===== src/design/mlfd_pkg.sv =====
// ----------------------------------------------------------------------------
// mlfd_pkg
// Shared types and constants of the length-prefixed frame deframer.
// ----------------------------------------------------------------------------
package mlfd_pkg;

	localparam int HeaderBytes = 8;
	localparam int LengthBits  = 32;
	localparam int CountBits   = $clog2(HeaderBytes);

	localparam logic [7:0] MagicFirst  = 8'h56;
	localparam logic [7:0] MagicSecond = 8'h5A;

	localparam logic [CountBits-1:0] CntMagic0 = CountBits'(0);
	localparam logic [CountBits-1:0] CntMagic1 = CountBits'(1);
	localparam logic [CountBits-1:0] CntFlag0  = CountBits'(2);
	localparam logic [CountBits-1:0] CntFlag1  = CountBits'(3);
	localparam logic [CountBits-1:0] CntLast   = CountBits'(HeaderBytes - 1);

	typedef struct packed {
		logic        format_error;
		logic        empty_packet;
		logic        last_of_packet;
		logic [15:0] packet_flag;
		logic [7:0]  payload_byte;
	} res_t;

endpackage


===== src/design/mlfd_parser.sv =====
// ----------------------------------------------------------------------------
// mlfd_parser
// Input byte register and header/payload state tracking.
// ----------------------------------------------------------------------------
module mlfd_parser (
	input  logic              clk,
	input  logic              arst_n,
	input  logic              in_valid,
	output logic              in_ready,
	input  logic [7:0]        in_byte,
	output logic              res_valid,
	input  logic              res_ready,
	output mlfd_pkg::res_t    res
);

	logic                                byte_valid_s1;
	logic [7:0]                          byte_s1;
	logic [mlfd_pkg::CountBits-1:0]      hdr_cnt_q;
	logic                                magic_ok_q;
	logic [15:0]                         flag_q;
	logic [mlfd_pkg::LengthBits-1:0]     rem_len_q;
	logic                                in_payload_q;
	logic                                halted_q;

	logic                                advance;
	logic [mlfd_pkg::LengthBits-1:0]     len_shift;
	logic [mlfd_pkg::LengthBits-1:0]     len_dec;
	logic                                hdr_done;

	assign advance   = byte_valid_s1 && res_ready;
	assign in_ready  = !byte_valid_s1 || res_ready;
	assign len_shift = (rem_len_q << 8) | mlfd_pkg::LengthBits'(byte_s1);
	assign len_dec   = rem_len_q - mlfd_pkg::LengthBits'(1);
	assign hdr_done  = !halted_q && !in_payload_q && (hdr_cnt_q == mlfd_pkg::CntLast);

	always_comb begin
		res       = '0;
		res_valid = 1'b0;
		if (byte_valid_s1 && !halted_q) begin
			if (in_payload_q) begin
				res_valid          = 1'b1;
				res.payload_byte   = byte_s1;
				res.packet_flag    = flag_q;
				res.last_of_packet = (rem_len_q == mlfd_pkg::LengthBits'(1));
			end else if (hdr_done) begin
				if (!magic_ok_q) begin
					res_valid        = 1'b1;
					res.format_error = 1'b1;
				end else if (len_shift == '0) begin
					res_valid        = 1'b1;
					res.empty_packet = 1'b1;
					res.packet_flag  = flag_q;
				end
			end
		end
	end

	always_ff @(posedge clk or negedge arst_n) begin
		if (!arst_n) begin
			byte_valid_s1 <= 1'b0;
		end else if (in_ready) begin
			byte_valid_s1 <= in_valid;
		end
	end

	always_ff @(posedge clk) begin
		if (in_ready && in_valid) begin
			byte_s1 <= in_byte;
		end
	end

	always_ff @(posedge clk or negedge arst_n) begin
		if (!arst_n) begin
			hdr_cnt_q    <= '0;
			magic_ok_q   <= 1'b1;
			flag_q       <= '0;
			rem_len_q    <= '0;
			in_payload_q <= 1'b0;
			halted_q     <= 1'b0;
		end else if (advance && !halted_q) begin
			if (in_payload_q) begin
				rem_len_q <= len_dec;
				if (len_dec == '0) begin
					in_payload_q <= 1'b0;
					hdr_cnt_q    <= '0;
					magic_ok_q   <= 1'b1;
				end
			end else begin
				case (hdr_cnt_q)
					mlfd_pkg::CntMagic0: begin
						magic_ok_q <= (byte_s1 == mlfd_pkg::MagicFirst);
					end
					mlfd_pkg::CntMagic1: begin
						magic_ok_q <= magic_ok_q && (byte_s1 == mlfd_pkg::MagicSecond);
					end
					mlfd_pkg::CntFlag0, mlfd_pkg::CntFlag1: begin
						flag_q <= {flag_q[7:0], byte_s1};
					end
					default: begin
						rem_len_q <= len_shift;
					end
				endcase
				if (hdr_done) begin
					hdr_cnt_q <= '0;
					if (!magic_ok_q) begin
						halted_q <= 1'b1;
					end else if (len_shift != '0) begin
						in_payload_q <= 1'b1;
					end
				end else begin
					hdr_cnt_q <= hdr_cnt_q + mlfd_pkg::CountBits'(1);
				end
			end
		end
	end

endmodule


===== src/design/mlfd_out_stage.sv =====
// ----------------------------------------------------------------------------
// mlfd_out_stage
// Result register with a skid entry, so that upstream ready is registered.
// ----------------------------------------------------------------------------
module mlfd_out_stage (
	input  logic              clk,
	input  logic              arst_n,
	input  logic              in_valid,
	output logic              in_ready,
	input  mlfd_pkg::res_t    in_res,
	output logic              out_valid,
	input  logic              out_ready,
	output mlfd_pkg::res_t    out_res
);

	logic              out_valid_q;
	logic              skid_valid_q;
	mlfd_pkg::res_t    out_res_q;
	mlfd_pkg::res_t    skid_res_q;

	assign in_ready  = !skid_valid_q;
	assign out_valid = out_valid_q;
	assign out_res   = out_res_q;

	always_ff @(posedge clk or negedge arst_n) begin
		if (!arst_n) begin
			out_valid_q  <= 1'b0;
			skid_valid_q <= 1'b0;
		end else if (out_ready || !out_valid_q) begin
			if (skid_valid_q) begin
				out_valid_q  <= 1'b1;
				skid_valid_q <= 1'b0;
			end else begin
				out_valid_q <= in_valid;
			end
		end else if (in_valid && !skid_valid_q) begin
			skid_valid_q <= 1'b1;
		end
	end

	always_ff @(posedge clk) begin
		if (out_ready || !out_valid_q) begin
			if (skid_valid_q) begin
				out_res_q <= skid_res_q;
			end else if (in_valid) begin
				out_res_q <= in_res;
			end
		end else if (in_valid && !skid_valid_q) begin
			skid_res_q <= in_res;
		end
	end

endmodule


===== src/design/magic_length_frame_deframer_top.sv =====
// ----------------------------------------------------------------------------
// magic_length_frame_deframer_top
// Splits a received byte stream into frames with an eight-byte header ('V',
// 'Z', 16-bit big-endian flag, 32-bit big-endian length) followed by payload.
// The block takes one byte per cycle while the result stage can take its beat;
// output back-pressure holds the input. A byte is held in the input register,
// where a short counter and compare update of the frame state decides its
// result. The result register, with its skid entry, then presents the beat.
// Payload bytes come out with the frame's flag and tlast on the final byte; a
// zero-length frame gives one empty beat and a bad magic gives one error beat,
// after which every byte is accepted and dropped until reset. Header bytes
// other than the eighth give no beat.
// ----------------------------------------------------------------------------
module magic_length_frame_deframer_top (
	input  logic        clk,
	input  logic        arst_n,
	input  logic        s_axis_tvalid,
	output logic        s_axis_tready,
	input  logic [7:0]  s_axis_tdata,  // [7:0] rx_byte
	output logic        m_axis_tvalid,
	input  logic        m_axis_tready,
	output logic [23:0] m_axis_tdata,  // [7:0] payload_byte, [23:8] packet_flag
	output logic        m_axis_tlast,  // last_of_packet
	output logic [1:0]  m_axis_tuser   // [0] empty_packet, [1] format_error
);

	logic              res_valid;
	logic              res_ready;
	mlfd_pkg::res_t    res;
	mlfd_pkg::res_t    out_res;

	mlfd_parser u_parser (
		.clk       (clk),
		.arst_n    (arst_n),
		.in_valid  (s_axis_tvalid),
		.in_ready  (s_axis_tready),
		.in_byte   (s_axis_tdata),
		.res_valid (res_valid),
		.res_ready (res_ready),
		.res       (res)
	);

	mlfd_out_stage u_out (
		.clk       (clk),
		.arst_n    (arst_n),
		.in_valid  (res_valid),
		.in_ready  (res_ready),
		.in_res    (res),
		.out_valid (m_axis_tvalid),
		.out_ready (m_axis_tready),
		.out_res   (out_res)
	);

	assign m_axis_tdata = {out_res.packet_flag, out_res.payload_byte};
	assign m_axis_tlast = out_res.last_of_packet;
	assign m_axis_tuser = {out_res.format_error, out_res.empty_packet};

endmodule


===== config.mk =====
export PLATFORM = sky130hd
export DESIGN_NAME = magic_length_frame_deframer_top
export DESIGN_NICKNAME = d
export VERILOG_FILES = /design/src/design/mlfd_pkg.sv /design/src/design/mlfd_parser.sv /design/src/design/mlfd_out_stage.sv /design/src/design/magic_length_frame_deframer_top.sv
export SDC_FILE = /design/constraint.sdc
export NUM_CORES = 1
export LEC_CHECK = 0
export BUFFER_PORTS_ARGS = -buffer_cell sky130_fd_sc_hd__buf_2
export CORE_UTILIZATION = 63
export CTS_BUF_LIST = sky130_fd_sc_hd__clkbuf_4
export CTS_CLUSTER_SIZE = 12
export DETAILED_ROUTE_END_ITERATION = 7
export GPL_TIMING_DRIVEN = 1
export PLACE_DENSITY_LB_ADDON = 0.05
export SYNTH_ARGS = -nofsm -noshare
export SYNTH_HDL_FRONTEND = slang
export SYNTH_SLANG_ARGS = --single-unit

===== constraint.sdc =====
create_clock -name clk -period 6.4 [get_ports clk]
set_input_delay 0.32 -clock clk [delete_from_list [all_inputs] [get_ports clk]]
set_output_delay 0.32 -clock clk [all_outputs]
set_load 0.01 [all_outputs]

==> results of run 1 <==
per-layer routing:
metal | up-vias | global-route usage, %
met2 | 163 | 45.9
met1 | 2092 | 36.2
met4 | 0 | 13.1
met3 | 27 | 5.48
li1 | 2108 | -
met5 | - | 0
worst min-delay path by stage:
| stage | from | endpoint | slack (ns) |
|---|---|---|---|
| global placement | s_axis_tdata[4] | u_parser.byte_s1[4] | 0.50 |
| finish | m_axis_tready | u_out.skid_valid_q | 0.16 |
| floorplan | arst_n | u_out.out_valid | 0.02 |
| global route | m_axis_tready | u_out.skid_valid_q | 0.14 |
| detailed placement | s_axis_tdata[0] | u_parser.byte_s1[0] | 0.50 |
| CTS | m_axis_tready | u_out.skid_valid_q | 0.13 |
critical path, delay by kind of cell (launching register included):
kind / cells / cell delay, ns
AOI/OAI and AO/OA: 2 / 0.58
buffers and inverters: 1 / 0.38
DFF: 1 / 0.48
and+or+nand+nor: 4 / 1.69
logic make-up after synthesis:
| logic type | Yosys count | synth area share (%) |
|---|---|---|
| compound gates | 140 | 15.9 |
| buf+inv | 49 | 3.35 |
| xor+xnor | 6 | 0.885 |
| fa+ha+maj | 8 | 1.68 |
| mux | 29 | 5.39 |
| simple gates | 187 | 17.5 |
| flops | 119 | 55.4 |
placed cells by master (no fill, tap or decap), drive strengths merged, types with 9 or more instances in the layout:
master and count:
clkbuf 18, o21ai 25, nand3 20, inv 10, a21oi 39, buf 47, dlygate4sd3 10, o22ai 20
mux2 24, and3 9, nand2 23, edfxtp 62, a22o 16, nor2b 20, nor4 10, and2 21
dfrtp 56, nor3 21, nor2 28
through the flow:
step	util [%]	cells	total power, W
floorplan	-	538	0.00203
global route	71.4	697	0.00299
finish	71.4	697	0.00282
CTS	71.4	697	0.00282
global placement	67.2	655	0.00223
detailed placement	67.2	655	0.00227
layout make-up:
type                       count  area share (%)
timing repair buffer          57            5.38
inverter                       8           0.458
clock buffer                  18            2.06
multi-input combinational    370            37.6
clock inverter                14            2.31
tap                          111            2.12
sequential                   119            50.1
flip-flops by register name, indices dropped and copies added, names as in the netlist:
| register | cells |
|---|---|
| u_out.out_res | 27 |
| u_out.out_valid | 1 |
| u_out.skid_res_q | 27 |
| u_out.skid_valid_q | 1 |
| u_parser.byte_s1 | 8 |
| u_parser.byte_valid_s1 | 1 |
| u_parser.flag_q | 16 |
| u_parser.halted_q | 1 |
| u_parser.hdr_cnt_q | 3 |
| u_parser.in_payload_q | 1 |
| u_parser.magic_ok_q | 1 |
| u_parser.rem_len_q | 32 |
where the power goes:
part           switching, W  leakage (nW)  internal, W
logic              0.000547          1.09     0.000431
registers          0.000273          1.26      0.00103
clock network      0.000299         0.153     0.000239
total               0.00112          2.51      0.00170
timing repair:
item / CTS / global route
endpoints found under the setup margin: 0 / 0
hold endpoints to repair: 65 / 0
hold buffers: 10 / 0
==> run_results.csv, run 1 <==
group,metric,value,unit
hold_path,worstHoldPathCells,3,
setup_path,critical-path-max-stage-delay,0.70,ns
route,detailedRoute.firstIterationViolations,366,
logic_synthesis,fraction_of_synthesis_flops_using_an_asynchronous_set_or_reset_pin,47.9,%
setup_path,worst_setup_path_startpoint,"u_parser.rem_len_q[6]",
job,drv.max_cap_violation_count,0,
timing,final.period_utilization,54.3,%
setup_path,r2r-end,"u_out.skid_res_q[18]",
timing,final_critical_path_setup_slack,2.93,ns
cells_and_area,finish.net_count,593,
power,leakage,2.51,nW
global_route,grt.overflow.total,0,
setup_path,crit_path_top_delay_cell,"or4_1",
route,via_count,4390,
timing,setup_viol,0,
route,drt_pass1_iterations,5,
cells_and_area,layout.area.seq,3290,um^2
hold_path,min-delay-path-class,"in -> reg",
logic_synthesis,mean_cell_area_of_the_mapped_netlist,11.0,um^2
setup_path,crit_path_cell_trace,"or4_1 -> or4_1 -> o31ai_1 -> a21o_1 -> nand2_1 -> nor3_2 -> buf_4",
setup_path,r2r_start,"u_parser.rem_len_q[6]",
timing,whs,0.160,ns
route,routed_wire_length_per_instance,18.4,um
outcome,outcome,"complete, no violations",
logic_synthesis,yosys.cell_count.top_type,"edfxtp_1",
place,portBuffers,40,
cells_and_area,num_antenna_cells,0,
floorplanning,start_util,64.6,%
floorplanning,die_width,99.1,um
floorplanning,rows,35,
timing,clock.fmax,288,MHz
route,wire_length_on_met3,680,um
floorplanning,floorplan.die_area,9820,um^2
clock_tree,tritoncts_clock_tree,"done",
clock_tree,clock_sinks,119,
route,routed.top_layer,"met4",
cells_and_area,post_route_cells_drive_above_1_share,20.3,%
setup_path,regToRegSetupSlack,2.93,ns
logic_synthesis,postSynthNetCount,558,
route,route.detailed.vias_per_inst,6.30,
logic_synthesis,yosys.area.top_type,"edfxtp_1",
global_route,vias_in_the_first_global_route,4182,
setup_path,startpoint_type,"register",
route,drt_drc_violations_left,0,
timing,worst_pin_slew,0.903,ns
clock_tree,cts_buffer_depth,2,
cells_and_area,multi_input_gate_area_in_the_final_layout,2460,um^2
cells_and_area,layout.cell_area.non_filler,6560,um^2
place,preCtsSetupSlack,3.00,ns
clock_tree,cts-buffers-inserted,17,
power,power.density,429,nW/um^2
setup_path,crit_fanout,25,
setup_path,path_common_cell,"or4_1",
logic_synthesis,syn-instance-count,538,
floorplanning,coreArea,9200,um^2
place,placedInstanceArea,6180,um^2
logic_synthesis,yosysTopAreaCellShare,31.3,%
power,vdd_drop_max,0.243,mV
global_route,grt_max_degree,58,
clock_tree,skew_pair_late_insertion_delay,0.51,ns
logic_synthesis,number_of_synthesized_flops_with_an_enable_pin,62,
route,totalWireLength,12.8,mm
setup_path,length_in_cells_of_the_worst_reg_to_reg_path,7,
global_route,grt_first_pass_wirelength,20.9,mm
clock_tree,clk_root_buffer_cell,"clkbuf_4",
timing,setup_repair_after_global_routing_missed_its_margin,"false",
setup_path,worstSetupPathType,"reg -> reg",
timing,final.setup.tns,0,ns
logic_synthesis,seq_area_frac_synth,55.4,%
clock_tree,cts_max_level,4,
place,routability_congestion_estimate,0.951,
timing,period_minus_slack,3.47,ns
setup_path,crit_path_end,"u_out.skid_res_q[18]",
logic_synthesis,postSynth.topFlopCell,"edfxtp_1",
global_route,globalRouteTotalUtil,28.0,%
route,final_antenna_net_count,0,
logic_synthesis,mappedNetlistArea,5940,um^2
clock_tree,cts_post_setup_buffers_inserted,0,
cells_and_area,fill_cells,678,
cells_and_area,syn_to_final_growth,10.4,%
timing,relSlewSlack,39.8,%
logic_synthesis,synth.distinct_cells,58,
clock_tree,postCtsResizedCells,0,
setup_path,cp-end-kind,"register",
clock_tree,cts.clk_slew.worst_paths,0.13,ns
setup_path,cp.arrival,3.64,ns
logic_synthesis,yosys-top-cells-count,"62 x edfxtp_1, 56 x dfrtp_1, 39 x a21oi_1",
floorplanning,top_level_ports,41,
global_route,antenna_found_initial,0,
timing,slew_viol_final,0,
setup_path,worstPathRequired,6.57,ns
timing,finalHoldViolations,0,
logic_synthesis,yosys-top-cells-area,"edfxtp_1 31%, dfrtp_1 24%, mux2_2 4.5%",
logic_synthesis,synth-warning-count,0,
route,met2_length,6.33,mm
timing,finClkSkew,0.0251,ns
logic_synthesis,postSynthRegisterBits,119,
floorplanning,die_h,99.1,um
route,detail_route.wirelength.met1,5.50,mm
place,hpwl,8.35,mm
No activity file was read; power rests on OpenSTA's default activity.
==> inputs of run 2 (changes only) <==
--- a/config.mk
+++ b/config.mk
@@ -5,6 +5,7 @@
 export SDC_FILE = /design/constraint.sdc
 export NUM_CORES = 1
 export LEC_CHECK = 0
+export ABC_AREA = 1
 export BUFFER_PORTS_ARGS = -buffer_cell sky130_fd_sc_hd__buf_2
 export CORE_UTILIZATION = 63
 export CTS_BUF_LIST = sky130_fd_sc_hd__clkbuf_4
==> constraint.sdc (replaced) <==
create_clock -name clk -period 3.41 [get_ports clk]
set_input_delay 0.1705 -clock clk [delete_from_list [all_inputs] [get_ports clk]]
set_output_delay 0.1705 -clock clk [all_outputs]
set_load 0.01 [all_outputs]
==> run 2 against run 1 <==
Register-to-register slack got worse by 2.0 ns. Clock power increased by 99%. Clock skew decreased by 0.0024 ns. Sequential share of layout area decreased by 2.8 points. Count of clock-buffer cells in the layout decreased by 1. Worst hold slack improved by 0.13 ns. Critical path type unchanged. Critical endpoint is now u_out.out_res[15]. Largest power group unchanged.
==> run_results.csv, run 2 <==
group,metric,value,unit
logic_synthesis,postSynthRegisterBits,119,
cells_and_area,layout_commonest_cell,"nand2_1",
place,hpwl,10.4,mm
logic_synthesis,synth-warning-count,0,
logic_synthesis,yosysTopAreaCellShare,30.0,%
logic_synthesis,postSynthNetCount,761,
timing,finalHoldViolations,0,
cells_and_area,layout.cells.most_common_list,"217 x nand2_1, 73 x nor2_1, 69 x inv_1",
floorplanning,die_width,101,um
place,routability_congestion_estimate,0.958,
clock_tree,ctsHoldBuffers,11,
timing,setup_viol,0,
route,drt_pass1_iterations,6,
global_route,globalRouteTotalUtil,31.6,%
power,report.power.total,0.00483,W
hold_path,min-delay-path-class,"in -> async",
route,routed_wire_length_per_instance,16.1,um
setup_path,path_common_cell,"inv_1",
cells_and_area,syn_to_final_growth,11.9,%
route,via_count,5261,
timing,relSlewSlack,38.6,%
clock_tree,clk_root_buffer_cell,"clkbuf_4",
timing,slew_viol_final,0,
logic_synthesis,yosys.cell_count.top_type,"nand2_1",
logic_synthesis,postSynth.topFlopCell,"edfxtp_1",
setup_path,critical-path-max-stage-delay,0.42,ns
timing,finClkSkew,0.0226,ns
route,final_antenna_net_count,0,
clock_tree,postCtsResizedCells,0,
setup_path,crit_fanout,27,
timing,final.period_utilization,74.1,%
route,totalWireLength,15.1,mm
clock_tree,tritoncts_clock_tree,"done",
logic_synthesis,mean_cell_area_of_the_mapped_netlist,8.38,um^2
place,portBuffers,40,
logic_synthesis,number_of_synthesized_flops_with_an_enable_pin,62,
floorplanning,floorplan.die_area,10300,um^2
setup_path,crit_path_top_delay_cell,"dfrtp_1",
route,drt_drc_violations_left,0,
floorplanning,rows,35,
cells_and_area,final_core_util,74.1,%
global_route,grt_first_pass_wirelength,24.5,mm
floorplanning,top_level_ports,41,
timing,final.setup.tns,0,ns
clock_tree,cts-buffers-inserted,17,
timing,final_critical_path_setup_slack,0.882,ns
job,drv.max_cap_violation_count,0,
global_route,grt.overflow.total,0,
floorplanning,coreArea,9370,um^2
cells_and_area,post_route_cells_drive_above_1_share,16.2,%
cells_and_area,register_with_the_highest_flop_count,"u_parser.rem_len_q",
timing,setup_repair_after_global_routing_missed_its_margin,"false",
place,preCtsSetupSlack,0.947,ns
power,vdd_drop_max,0.557,mV
global_route,vias_in_the_first_global_route,5125,
timing,clock.fmax,396,MHz
setup_path,crit_path_cell_trace,"inv_1 -> ha_1 -> nand2_2 -> nor2_8 -> nand3_2 -> nor2_2 -> nor2_1 -> inv_1 -> a21oi_1 -> nand2_1 -> nand2_1 -> inv_1 -> buf_4",
cells_and_area,largest_register_ffs,32,
logic_synthesis,syn-instance-count,741,
logic_synthesis,synth.distinct_cells,39,
floorplanning,die_h,101,um
clock_tree,skew_pair_late_insertion_delay,0.54,ns
timing,period_minus_slack,2.53,ns
clock_tree,cts_buffer_depth,2,
floorplanning,start_util,66.2,%
outcome,outcome,"complete, no violations",
route,route.detailed.vias_per_inst,5.61,
logic_synthesis,fraction_of_synthesis_flops_using_an_asynchronous_set_or_reset_pin,47.9,%
setup_path,cp-end-kind,"register",
cells_and_area,post_layout_nonfiller_instances,938,
place,dp_cells,895,
global_route,grt_max_degree,39,
timing,worst_pin_slew,0.921,ns
clock_tree,cts.clk_slew.worst_paths,0.13,ns
clock_tree,cts_post_setup_buffers_inserted,0,
clock_tree,cts_max_level,4,
global_route,antenna_found_initial,0,
setup_path,startpoint_type,"register",
setup_path,critPathTopFamily,"simple AND/OR/NAND/NOR gates",
route,detailedRoute.firstIterationViolations,429,
clock_tree,clock_sinks,119,
setup_path,worstPathRequired,3.62,ns
cells_and_area,finish.net_count,816,
logic_synthesis,yosys.area.top_type,"edfxtp_1",
logic_synthesis,yosys-top-cells-area,"edfxtp_1 30%, dfrtp_1 23%, nand2_1 13%",
power,power.density,695,nW/um^2
power,leakage,3.19,nW
setup_path,worstSetupPathType,"reg -> reg",
logic_synthesis,seq_area_frac_synth,53.0,%
cells_and_area,num_antenna_cells,0,
logic_synthesis,yosys-top-cells-count,"217 x nand2_1, 73 x nor2_1, 69 x inv_1",
logic_synthesis,mappedNetlistArea,6210,um^2
setup_path,critical_path.n_buffers_inverters,4,
setup_path,cp.arrival,2.73,ns
-- run 2: cell count changes in the layout (fill, tap and decap cells not counted), moves of 15 or more --
| cell | delta |
|---|---|
| nand2_1 | +194 |
| inv_1 | +61 |
| nor2_1 | +45 |
| o21ai_0 | +32 |
| mux2_2 | -23 |
| and2_1 | -20 |
| nor2_2 | +20 |
| o21ai_1 | +20 |
| nor2b_1 | -19 |
| a22o_1 | -16 |
| o22ai_1 | -15 |
-- run 2: kinds of logic after synthesis --
kind of cell / count (synthesis) / share of synthesized area [%]
and+or+nand+nor: 379 / 27.3
muxes: 1 / 0.181
buffers and inverters: 101 / 6.35
DFF: 119 / 53.0
AOI/OAI and AO/OA: 128 / 10.8
xor gates and xnor gates: 5 / 0.826
adders and majority gates: 8 / 1.61
-- run 2: path summary, 6_finish.rpt --
kind / end / cells after the start / from / slack (ns)
max: u_out.out_res[15] / 13 / u_parser.rem_len_q[0] / 0.88
min: u_parser.rem_len_q[25] / 2 / arst_n / 0.29
max reg2reg: u_out.out_res[15] / 13 / u_parser.rem_len_q[0] / 0.88
min reg2reg: u_parser.magic_ok_q / 2 / u_parser.magic_ok_q / 0.49
max in group asynchronous: u_parser.flag_q[11] / 3 / arst_n / 2.28
min in group clk: u_parser.byte_s1[2] / 2 / s_axis_tdata[2] / 0.34
-- run 2: where the power goes --
group | total [W] | internal, W | switching [W] | leakage [nW]
clock | 0.00107 | 0.000450 | 0.000620 | 0.153
combinational | 0.00165 | 0.000500 | 0.00115 | 1.67
sequential | 0.00211 | 0.00181 | 0.000300 | 1.37
-- run 2: worst register-to-register path: cells and delay by family (launching register included) --
kind,cells,cell delay [ns]
buffers and inverters,4,0.59
AND/OR/NAND/NOR,7,0.83
adder cells (fa/ha/maj),1,0.26
AO/OA/AOI/OAI,1,0.11
flip-flops,1,0.42
-- run 2: area by class of cell --
type | count | area, um^2
Clock buffer | 17 | 128
Multi-Input combinational cell | 521 | 2530
Timing Repair Buffer | 60 | 378
Sequential cell | 119 | 3290
Inverter | 77 | 292
Clock inverter | 15 | 165
Fill cell | 724 | 2420
Tap cell | 129 | 161
-- run 2: through the flow --
stage / hold slack, ns / instance area [um^2]
floorplan: -0.125 / 6210
global placement: 0.334 / 6550
detailed placement: 0.349 / 6550
CTS: 0.317 / 6950
global route: 0.336 / 6950
finish: 0.290 / 6950
-- run 2: routing by layer --
layer / track usage [%] / share of wire, % / up-vias
met4: 11.9 / 2.8 / 0
met1: 41.1 / 42 / 2443
li1: - / - / 2544
met3: 6.35 / 6.7 / 41
met5: 0 / 0 / -
met2: 52.6 / 48 / 233
==> inputs of run 3 (changes only) <==
==> constraint.sdc (replaced) <==
create_clock -name clk -period 2.6 [get_ports clk]
set_input_delay 0.13 -clock clk [delete_from_list [all_inputs] [get_ports clk]]
set_output_delay 0.13 -clock clk [all_outputs]
set_load 0.01 [all_outputs]
==> run 3 against run 2 <==
Sequential power is 32% higher. Clock skew is 0.0018 ns higher. Fmax is 4.8% higher. Cell count is 0.11% higher. Die area stayed put. Critical path depth stayed put.
==> run_results.csv, run 3 (same netlist as run 2, synthesis figures left out) <==
group,metric,value,unit
floorplanning,rows,35,
setup_path,crit_path_cell_trace,"inv_1 -> ha_1 -> nand2_2 -> nor2_8 -> nand3_2 -> nor2_2 -> nor2_1 -> inv_1 -> a21oi_1 -> nand2_1 -> nand2_1 -> inv_1 -> buf_12",
clock_tree,tritoncts_clock_tree,"done",
route,route.detailed.vias_per_inst,5.59,
setup_path,crit_fanout,27,
clock_tree,skew_pair_late_insertion_delay,0.53,ns
clock_tree,cts_buffer_depth,2,
timing,whs,0.117,ns
cells_and_area,fill_cells,730,
floorplanning,floorplan.die_area,10300,um^2
setup_path,critical-path-max-stage-delay,0.41,ns
clock_tree,cts_post_setup_buffers_inserted,0,
clock_tree,cts_max_level,4,
route,detailedRoute.firstIterationViolations,422,
cells_and_area,finish.net_count,817,
setup_path,cp-end-kind,"register",
route,totalWireLength,14.8,mm
route,drt_drc_violations_left,0,
floorplanning,die_h,101,um
global_route,grt_max_degree,43,
clock_tree,clock_sinks,119,
place,hpwl,10.5,mm
place,routability_congestion_estimate,0.970,
setup_path,worstPathRequired,2.83,ns
timing,worst_pin_slew,1.01,ns
power,power.density,910,nW/um^2
cells_and_area,num_antenna_cells,0,
setup_path,worstSetupPathType,"reg -> reg",
setup_path,r2r_start,"u_parser.rem_len_q[0]",
timing,setup_repair_after_global_routing_missed_its_margin,"false",
clock_tree,ctsHoldBuffers,11,
power,vdd_drop_max,0.569,mV
clock_tree,postCtsResizedCells,0,
floorplanning,coreArea,9370,um^2
route,via_count,5252,
timing,relSlewSlack,32.6,%
timing,finalHoldViolations,0,
place,portBuffers,40,
setup_path,path_common_cell,"inv_1",
cells_and_area,largest_register_ffs,32,
outcome,outcome,"complete, no violations",
power,leakage,3.21,nW
global_route,grt_first_pass_wirelength,24.3,mm
timing,final.period_utilization,92.8,%
timing,setup_viol,0,
floorplanning,start_util,66.2,%
floorplanning,die_width,101,um
cells_and_area,post_route_cells_drive_above_1_share,16.4,%
timing,slew_viol_final,0,
timing,clock.fmax,414,MHz
global_route,globalRouteTotalUtil,31.3,%
global_route,antenna_found_initial,0,
cells_and_area,register_with_the_highest_flop_count,"u_parser.rem_len_q",
global_route,grt.overflow.total,0,
cells_and_area,layout_commonest_cell,"nand2_1",
setup_path,cp.arrival,2.65,ns
timing,period_minus_slack,2.41,ns
floorplanning,top_level_ports,41,
setup_path,crit_path_top_delay_cell,"dfrtp_1",
setup_path,regToRegSetupSlack,0.19,ns
timing,final.setup.tns,0,ns
global_route,vias_in_the_first_global_route,5110,
job,drv.max_cap_violation_count,0,
clock_tree,clk_root_buffer_cell,"clkbuf_4",
route,routed_wire_length_per_instance,15.7,um
setup_path,r2r-end,"u_out.out_res[24]",
cells_and_area,syn_to_final_growth,12.6,%
timing,finClkSkew,0.0244,ns
setup_path,startpoint_type,"register",
route,final_antenna_net_count,0,
cells_and_area,layout.cells.most_common_list,"217 x nand2_1, 73 x nor2_1, 69 x inv_1",
route,drt_pass1_iterations,7,
setup_path,length_in_cells_of_the_worst_reg_to_reg_path,13,
clock_tree,cts-buffers-inserted,17,
hold_path,min-delay-path-class,"in -> async",
clock_tree,cts.clk_slew.worst_paths,0.12,ns
[run 3: changes by cell type in the layout (fill, tap and decap cells not counted), sizes merged]
cell    previous run  this run
buf               49        50
clkbuf            17        18
clkinv             6         5
[run 3: metrics by stage]
stage / power (W) / instance area, um^2 / cells / setup slack [ns] / utilization, %
after floorplan: 0.00429 / 6220 / 741 / 0.113 / -
after global placement: 0.00480 / 6580 / 896 / 0.324 / 70.2
after detailed placement: 0.00489 / 6580 / 896 / 0.247 / 70.2
after CTS: 0.00632 / 6990 / 939 / 0.209 / 74.6
after global routing: 0.00677 / 6990 / 939 / 0.0206 / 74.6
final: 0.00636 / 6990 / 939 / 0.187 / 74.6
[run 3: worst max-delay path: cells and delay by family (launching register included)]
kind	cells	cell delay, ns
fa+ha+maj	1	0.25
flops	1	0.41
compound gates	1	0.11
buf+inv	4	0.50
simple gates	7	0.82
[run 3: metal layers]
metal / up-vias / part of all wire (%) / global-route usage (%)
met4: 0 / 2.5 / 11.9
met3: 39 / 7.1 / 6.07
met1: 2434 / 43 / 40.8
li1: 2551 / - / -
met5: - / 0 / 0
met2: 228 / 48 / 52.3
[run 3: area by class of cell]
type / count / area [um^2] / share of cell area, %
tap: 129 / 161 / 2.31
inverter: 77 / 292 / 4.17
multi-input combinational: 521 / 2530 / 36.3
clock buffer: 18 / 135 / 1.93
timing repair buffer: 61 / 410 / 5.87
sequential: 119 / 3290 / 47.1
clock inverter: 14 / 165 / 2.36
[run 3: worst max path at each step]
stage | startpoint | endpoint | cells past startpoint
2_1_floorplan | u_parser.rem_len_q[0] | u_out.skid_res_q[0] | 10
3_3_place_gp | u_parser.rem_len_q[0] | u_out.out_res[24] | 13
3_5_place_dp | u_parser.rem_len_q[0] | u_out.out_res[22] | 13
4_1_cts | u_parser.rem_len_q[0] | u_out.out_res[19] | 13
5_1_grt | u_parser.rem_len_q[0] | u_out.out_res[24] | 13
6_report | u_parser.rem_len_q[0] | u_out.out_res[24] | 13
[run 3: report_power, final]
part	leakage, nW	switching (W)	internal (W)	total (W)
sequential	1.37	0.000402	0.00238	0.00278
combinational	1.68	0.00150	0.000665	0.00216
clock	0.157	0.000809	0.000608	0.00142
total	3.21	0.00271	0.00365	0.00636
